$ cat src/rtl/core/bpdc_pkg.sv
// Package for the button press duration classifier: phase codes and shared types.
package bpdc_pkg;

   // Widths of the payload fields.
   localparam int TimeWidth  = 32;
   localparam int ThreshWidth = 16;
   localparam int PhaseWidth = 3;

   typedef logic [PhaseWidth-1:0]  phase_type;
   typedef logic [TimeWidth-1:0]   time_type;
   typedef logic [ThreshWidth-1:0] thresh_type;

   // Phase codes of one button.
   localparam phase_type PhIdle       = 3'd0;
   localparam phase_type PhActive     = 3'd1;
   localparam phase_type PhShortPress = 3'd2;
   localparam phase_type PhShortHold  = 3'd3;
   localparam phase_type PhLongPress  = 3'd4;
   localparam phase_type PhLongHold   = 3'd5;

   // Configuration register indexes.
   localparam logic RegShortPress = 1'b0;
   localparam logic RegLongPress  = 1'b1;

   // Hold thresholds handed to every button machine.
   typedef struct packed {
      thresh_type short_press_ms;
      thresh_type long_press_ms;
   } thresh_cfg_type;

endpackage

$ cat src/rtl/core/bpdc_button.sv
// Phase machine and press start time for one button.
module bpdc_button
   import bpdc_pkg::*;
(
   input  logic           clock,
   input  logic           reset,
   input  logic           update,
   input  logic           pressed,
   input  time_type       now_ms,
   input  thresh_cfg_type thresh,
   output phase_type      phase
);

   logic [PhaseWidth-1:0] phase_ff;
   logic [PhaseWidth-1:0] phase_in;
   time_type              start_ff;
   time_type              start_in;
   time_type              held;
   logic                  short_reached;
   logic                  long_reached;

   // Held time wraps modulo 2^32, so a plain subtract gives it.
   assign held          = now_ms - start_ff;
   assign short_reached = held >= {{(TimeWidth-ThreshWidth){1'b0}}, thresh.short_press_ms};
   assign long_reached  = held >= {{(TimeWidth-ThreshWidth){1'b0}}, thresh.long_press_ms};

   // Next phase; a release returns to idle from any phase.
   always_comb begin
      phase_in = phase_ff;
      start_in = start_ff;
      case (phase_ff)
         PhIdle: begin
            if (pressed) begin
               phase_in = PhActive;
               start_in = now_ms;
            end
         end
         PhActive: begin
            if (!pressed) begin
               phase_in = PhIdle;
            end else if (short_reached) begin
               phase_in = PhShortPress;
            end
         end
         PhShortPress: begin
            phase_in = pressed ? PhShortHold : PhIdle;
         end
         PhShortHold: begin
            if (!pressed) begin
               phase_in = PhIdle;
            end else if (long_reached) begin
               phase_in = PhLongPress;
            end
         end
         PhLongPress: begin
            phase_in = pressed ? PhLongHold : PhIdle;
         end
         PhLongHold: begin
            phase_in = pressed ? PhLongHold : PhIdle;
         end
         default: begin
            phase_in = PhIdle;
         end
      endcase
   end

   // The phase register doubles as this button's result field.
   always_ff @(posedge clock) begin
      if (reset) begin
         phase_ff <= PhIdle;
      end else if (update) begin
         phase_ff <= phase_in;
      end
   end

   // Start time is captured when a press is first seen and clears on reset.
   always_ff @(posedge clock) begin
      if (reset) begin
         start_ff <= '0;
      end else if (update) begin
         start_ff <= start_in;
      end
   end

   assign phase = phase_ff;

endmodule

$ cat src/rtl/core/button_press_duration_classifier.sv
// Top level of the button press duration classifier: handshake, registers and four phase machines.
//
//   channel | direction | handshake                   | payload
//   req     | in        | req_valid / req_stall       | now_ms, four active-low pin levels
//   rsp     | out       | rsp_valid / rsp_stall       | four 3-bit button phases
//   csr     | in/out    | APB psel/penable/pwrite     | short_press_ms at 0x0, long_press_ms at 0x4
//
// One transaction per clock unless rsp_stall holds the response: a request is
// captured in the input register, then the four phase machines update from it
// and their phase registers form the response.
// The response holds while rsp_stall is high; the input register then keeps
// its transaction and req_stall rises only when it is full and cannot move on.
// Synchronous reset sets every button idle and the thresholds to 50 and 1000 ms.
module button_press_duration_classifier
   import bpdc_pkg::*;
(
   input  logic        clock,
   input  logic        reset,
   // Request channel.
   input  logic        req_valid,
   output logic        req_stall,
   input  time_type    req_now_ms,
   input  logic        req_pin_set,
   input  logic        req_pin_up,
   input  logic        req_pin_down,
   input  logic        req_pin_play,
   // Response channel.
   output logic        rsp_valid,
   input  logic        rsp_stall,
   output phase_type   rsp_set_phase,
   output phase_type   rsp_up_phase,
   output phase_type   rsp_down_phase,
   output phase_type   rsp_play_phase,
   // Configuration port.
   input  logic        csr_psel,
   input  logic        csr_penable,
   input  logic        csr_pwrite,
   input  logic [2:0]  csr_paddr,
   input  logic [31:0] csr_pwdata,
   output logic [31:0] csr_prdata,
   output logic        csr_pready
);

   logic           in_valid_ff;
   logic           in_valid_in;
   time_type       now_ff;
   logic [3:0]     pins_ff;
   logic           rsp_valid_ff;
   logic           rsp_valid_in;
   thresh_cfg_type thresh_ff;
   thresh_cfg_type thresh_in;
   logic           req_take;
   logic           advance;
   logic           csr_write;

   // Handshake control between the input register and the response.
   assign advance      = in_valid_ff && !(rsp_valid_ff && rsp_stall);
   assign req_stall    = in_valid_ff && rsp_valid_ff && rsp_stall;
   assign req_take     = req_valid && !req_stall;
   assign in_valid_in  = req_take || (in_valid_ff && !advance);
   assign rsp_valid_in = advance || (rsp_valid_ff && rsp_stall);

   always_ff @(posedge clock) begin
      if (reset) begin
         in_valid_ff  <= 1'b0;
         rsp_valid_ff <= 1'b0;
      end else begin
         in_valid_ff  <= in_valid_in;
         rsp_valid_ff <= rsp_valid_in;
      end
   end

   // Input register for the request payload.
   always_ff @(posedge clock) begin
      if (req_take) begin
         now_ff  <= req_now_ms;
         pins_ff <= {req_pin_play, req_pin_down, req_pin_up, req_pin_set};
      end
   end

   // Configuration registers.
   assign csr_write  = csr_psel && csr_penable && csr_pwrite && csr_pready;
   assign csr_pready = 1'b1;

   always_comb begin
      thresh_in = thresh_ff;
      if (csr_write) begin
         case (csr_paddr[2])
            RegShortPress: thresh_in.short_press_ms = csr_pwdata[ThreshWidth-1:0];
            RegLongPress:  thresh_in.long_press_ms  = csr_pwdata[ThreshWidth-1:0];
            default:       thresh_in = thresh_ff;
         endcase
      end
   end

   always_ff @(posedge clock) begin
      if (reset) begin
         thresh_ff.short_press_ms <= 16'd50;
         thresh_ff.long_press_ms  <= 16'd1000;
      end else begin
         thresh_ff <= thresh_in;
      end
   end

   // Register read-back.
   always_comb begin
      case (csr_paddr[2])
         RegShortPress: csr_prdata = {16'd0, thresh_ff.short_press_ms};
         RegLongPress:  csr_prdata = {16'd0, thresh_ff.long_press_ms};
         default:       csr_prdata = 32'd0;
      endcase
   end

   // One phase machine per button; pins are active low.
   bpdc_button u_set (
      .clock   (clock),
      .reset   (reset),
      .update  (advance),
      .pressed (!pins_ff[0]),
      .now_ms  (now_ff),
      .thresh  (thresh_ff),
      .phase   (rsp_set_phase)
   );

   bpdc_button u_up (
      .clock   (clock),
      .reset   (reset),
      .update  (advance),
      .pressed (!pins_ff[1]),
      .now_ms  (now_ff),
      .thresh  (thresh_ff),
      .phase   (rsp_up_phase)
   );

   bpdc_button u_down (
      .clock   (clock),
      .reset   (reset),
      .update  (advance),
      .pressed (!pins_ff[2]),
      .now_ms  (now_ff),
      .thresh  (thresh_ff),
      .phase   (rsp_down_phase)
   );

   bpdc_button u_play (
      .clock   (clock),
      .reset   (reset),
      .update  (advance),
      .pressed (!pins_ff[3]),
      .now_ms  (now_ff),
      .thresh  (thresh_ff),
      .phase   (rsp_play_phase)
   );

   assign rsp_valid = rsp_valid_ff;

endmodule

$ cat config.mk
export PLATFORM = sky130hd
export DESIGN_NAME = button_press_duration_classifier
export DESIGN_NICKNAME = d
export VERILOG_FILES = /design/src/rtl/core/bpdc_pkg.sv /design/src/rtl/core/bpdc_button.sv /design/src/rtl/core/button_press_duration_classifier.sv
export SDC_FILE = /design/constraint.sdc
export NUM_CORES = 1
export LEC_CHECK = 0
export BUFFER_PORTS_ARGS = -buffer_cell sky130_fd_sc_hd__buf_2
export CAP_MARGIN = 20
export CORE_ASPECT_RATIO = 1.2
export CORE_MARGIN = 2
export CORE_UTILIZATION = 45
export CTS_CLUSTER_SIZE = 10
export DETAILED_ROUTE_END_ITERATION = 6
export PLACE_DENSITY = 0.73
export SLEW_MARGIN = 20
export SYNTH_ARGS = -nofsm -noshare
export SYNTH_HDL_FRONTEND = slang
export SYNTH_SLANG_ARGS = --single-unit
$ cat constraint.sdc
create_clock -name clock -period 4.6 [get_ports clock]
set_input_delay 0.46 -clock clock [delete_from_list [all_inputs] [get_ports clock]]
set_output_delay 0.46 -clock clock [all_outputs]
set_load 0.05 [all_outputs]
==> reports/metrics.csv <==
stage;metric;value;unit
timing;report.final.hold_viol_count;0;
yosys;yosysTopAreaCell;dfxtp_1;
routing;drt-initial-drc-count;1332;
routing;routed_length_on_met3;3.369;mm
die;die_h;227.3;um
layout;final_design_area_no_fill;21450;um2
timing;setup_viol;0;
clock_network;post_cts_hold_buffers;0;
die;fp.dieArea;43190;um2
die;io-pin-count;125;
power;switching_share;35.30;%
timing;final-max-slew-violation-count;0;
yosys;most_frequent_cells_after_synthesis;nand2_1 (450), a21oi_1 (327), ha_1 (252);
clock_network;cts_inserted_buffers;27;
critical_path;start_kind;flop;
power;seq_power_share;33.1;%
routing;dr_total_vias;18720;
timing;worst_pin_slew;0.8836;ns
global_routing;grt_first_pass_wirelength;94.08;mm
yosys;synth_sequential_area_ratio;24.42;%
yosys;post-synth-top-count-cell;nand2_1;
layout;insertedDiodeCount;0;
timing;setup_ws;0.08356;ns
min_path;worst_hold_path.num_cells;1;
placement;place_ws;-0.1909;ns
clock_network;clkSlewWorstSetupHoldPaths;0.06;ns
yosys;synth.avg_cell_area;7.471;um2
outcome;status;finished, final reports clean;
clock_network;root_buffer;clkbuf_16;
timing;final_layout_setup_total_negative_slack;0;ns
power;net-switching-power;2.131;mW
routing;post_drt_via_cell_ratio;5.870;
critical_path;worst-setup-path-type;reg2reg;
yosys;ys.warnings.count;0;
power;leakagePower;8.480;nW
routing;ant_nets;0;
die;placementRows;81;
die;die_w;190.1;um
critical_path;worst_setup_path_startpoint;now_ff[1];
critical_path;worst-endpoint-required;5.06;ns
global_routing;grt_pass1_vias;17990;
layout;syn_to_final_growth;14.73;%
routing;drt_first_pass_iters;7;
timing;max-slew-margin-rel;41.03;%
global_routing;grt_max_degree;109;
placement;dpl-instance-area;20100;um2
critical_path;regToRegStartpoint;now_ff[1];
min_path;worst_hold_path_class;in2reg;
yosys;synthCells;2502;
critical_path;worstPathMaxFanout;4;
critical_path;timing.critical_path.arrival;4.98;ns
timing;grt_setup_unrepaired;true;
die;floorplan.core_area;40840;um2
critical_path;reg2regPathDepth;20;
clock_network;cts.htree.levels;1;
placement;numPortBuffers;89;
power;power_per_cell_area;281.6;nW/um2
timing;timing.fmax;221.4;MHz
clock_network;clock_sinks;210;
critical_path;worst_setup_path_endpoint;u_up.phase[2];
routing;drc;0;
placement;place_congestion;0.9906;
yosys;ys_async_sr_fraction;0;%
run;timing.max_cap.violations;0;
yosys;most_instantiated_flip_flop_cell_in_the_synthesis_netlist;dfxtp_1;
power;vdd.ir_drop.worst;0.0003470;V
power;power;6.039;mW
clock_network;worstSkewPairLatency;0.58;ns
timing;post-route-period-util;98.18;%
timing;skew;0.04088;ns
routing;top_layer_used;met4;
layout;fraction_of_final_layout_cells_sized_beyond_drive_strength_1;13.20;%
global_routing;grt_use_total;27.27;%
yosys;yosys_register_bits;210;
placement;place_inst;3124;
yosys;synth.area.top_cells;dfxtp_1 (19%), ha_1 (17%), nand2_1 (9.0%), a21oi_1 (8.8%), edfxtp_1 (5.8%);
placement;hpwlAfterDp;46.77;mm
layout;final_cell_count_no_fill;3190;
power;clock_power_share;33.0;%
power;comb_power_share;33.9;%
clock_network;clk_path_buf_depth;3;
routing;m1_wire_length;24.36;mm
routing;routed_wire_length_per_instance;18.81;um
critical_path;setup.worst_path.end_class;flop;
die;initial_core_util;45.77;%
routing;finalWirelength;60.01;mm
critical_path;worst-r2r-setup-slack;0.08;ns
yosys;number_of_enable_type_register_cells_in_the_synthesized_netlist;36;
min_path;hold_start;req_now_ms[30];
yosys;synth_cell_types;96;
global_routing;antenna_found_initial;0;
yosys;post-synth-top-area-fraction;18.63;%
global_routing;overflow;0;
power;p_int;3.907;mW
timing;final_period_minus_worst_setup_slack;4.516;ns
routing;routed-wl-met2;28.10;mm
critical_path;reg2reg_to;u_up.phase[2];
clock_network;cts_tree;done;
yosys;post_synth_instance_area;18690;um2
layout;finalNetCount;2966;
## sequential cells by signal, summed over array words and instances (netlist names)
| name | cells |
|---|---|
| now_ff | 32 |
| thresh_ff | 32 |
| u_down.start_ff | 32 |
| u_play.start_ff | 32 |
| u_set.start_ff | 32 |
| u_up.start_ff | 32 |
| pins_ff | 4 |
| u_down.phase | 3 |
| u_play.phase | 3 |
| u_set.phase | 3 |
| u_up.phase | 3 |
| in_valid_ff | 1 |
| rsp_valid | 1 |
## area by class of cell
class	instances	area, um2
Clock inverter	5	32.53
Tap cell	539	674.4
Clock buffer	43	775.7
Timing Repair Buffer	212	1420
Fill cell	3933	19400
Inverter	196	735.7
Multi-Input combinational cell	1985	13240
Sequential cell	210	4564
## metal layers
layer	vias to the layer above	global-route usage, %
met3	219	3.546
met1	8660	32.16
met2	690	47.12
met5	-	0
met4	0	16.85
li1	9155	-
## how the worst min path moves through the flow
stage / slack (ns) / to
4_1_cts: 0.04 / now_ff[29]
3_5_place_dp: 0.45 / u_set.start_ff[25]
5_1_grt: 0.05 / now_ff[29]
3_3_place_gp: 0.44 / u_down.start_ff[2]
2_1_floorplan: 0.44 / thresh_ff[18]
6_report: 0.06 / now_ff[30]
## cell families (layout without fill, tap and decap cells)
kind of cell / Yosys count / count (layout) / share of synthesized area, %
AOI/OAI and AO/OA: 761 / 761 / 25.17
xor gates and xnor gates: 70 / 70 / 3.320
adders and majority gates: 256 / 256 / 17.30
buffers and inverters: 322 / 456 / 7.189
DFF: 210 / 210 / 24.42
muxes: 23 / 23 / 1.292
other: 2 / 17 / 0.04018
and+or+nand+nor: 858 / 858 / 21.28
## power by group through the flow
stage	Combinational (mW)	Clock, mW	Sequential (mW)
3_3_place_gp	1.84	0	2.04
5_1_grt	2.28	2.10	2.00
4_1_cts	1.93	2.03	2.00
3_5_place_dp	1.90	0	2.04
6_report	2.05	1.99	2.00
2_1_floorplan	1.37	0	2.04
## what timing repair did
| item | CTS | global route |
|---|---|---|
| setup buffers | 4 | 13 |
| pin swaps | 12 | 49 |
| endpoints found under the setup margin | 9 | 12 |
| resized for setup | 15 | 74 |
## placed cells by master (no fill, tap or decap), types with 27 or more instances in the layout
cell and count:
a21o_1 66, o21a_1 34, nand4_1 48, dfxtp_1 174, buf_2 88, edfxtp_1 36
o211ai_1 38, o21ai_0 90, inv_1 194, a21oi_1 317, buf_4 118, ha_1 248
xnor2_1 39, clkbuf_16 27, nand2b_1 29, nand2_1 450, nor2_1 109, nand3_1 49
## critical path, cell delays in order (launching register included)
cell      delay (ns)
edfxtp_1        0.45
buf_6           0.18
ha_4            0.20
nor2b_4         0.12
o31a_1          0.32
o31a_1          0.28
o21ai_1         0.17
nand2b_1        0.14
a31oi_4         0.23
xnor2_2         0.15
ha_1            0.27
a21o_1          0.16
a21o_1          0.16
a21oi_2         0.13
o211ai_1        0.11
a21oi_1         0.14
or2_4           0.17
nand4_1         0.10
or4_1           0.42
nand4b_1        0.23
a32o_2          0.27
## metrics by stage
stage          utilization (%)  hold slack (ns)
3_5_place_dp             49.21           0.4463
6_report                 52.51          0.05660
5_1_grt                  52.51          0.04626
4_1_cts                  51.41          0.03861
3_3_place_gp             49.20           0.4416
2_1_floorplan                -           0.4363
No activity file was read; power rests on OpenSTA's default activity.
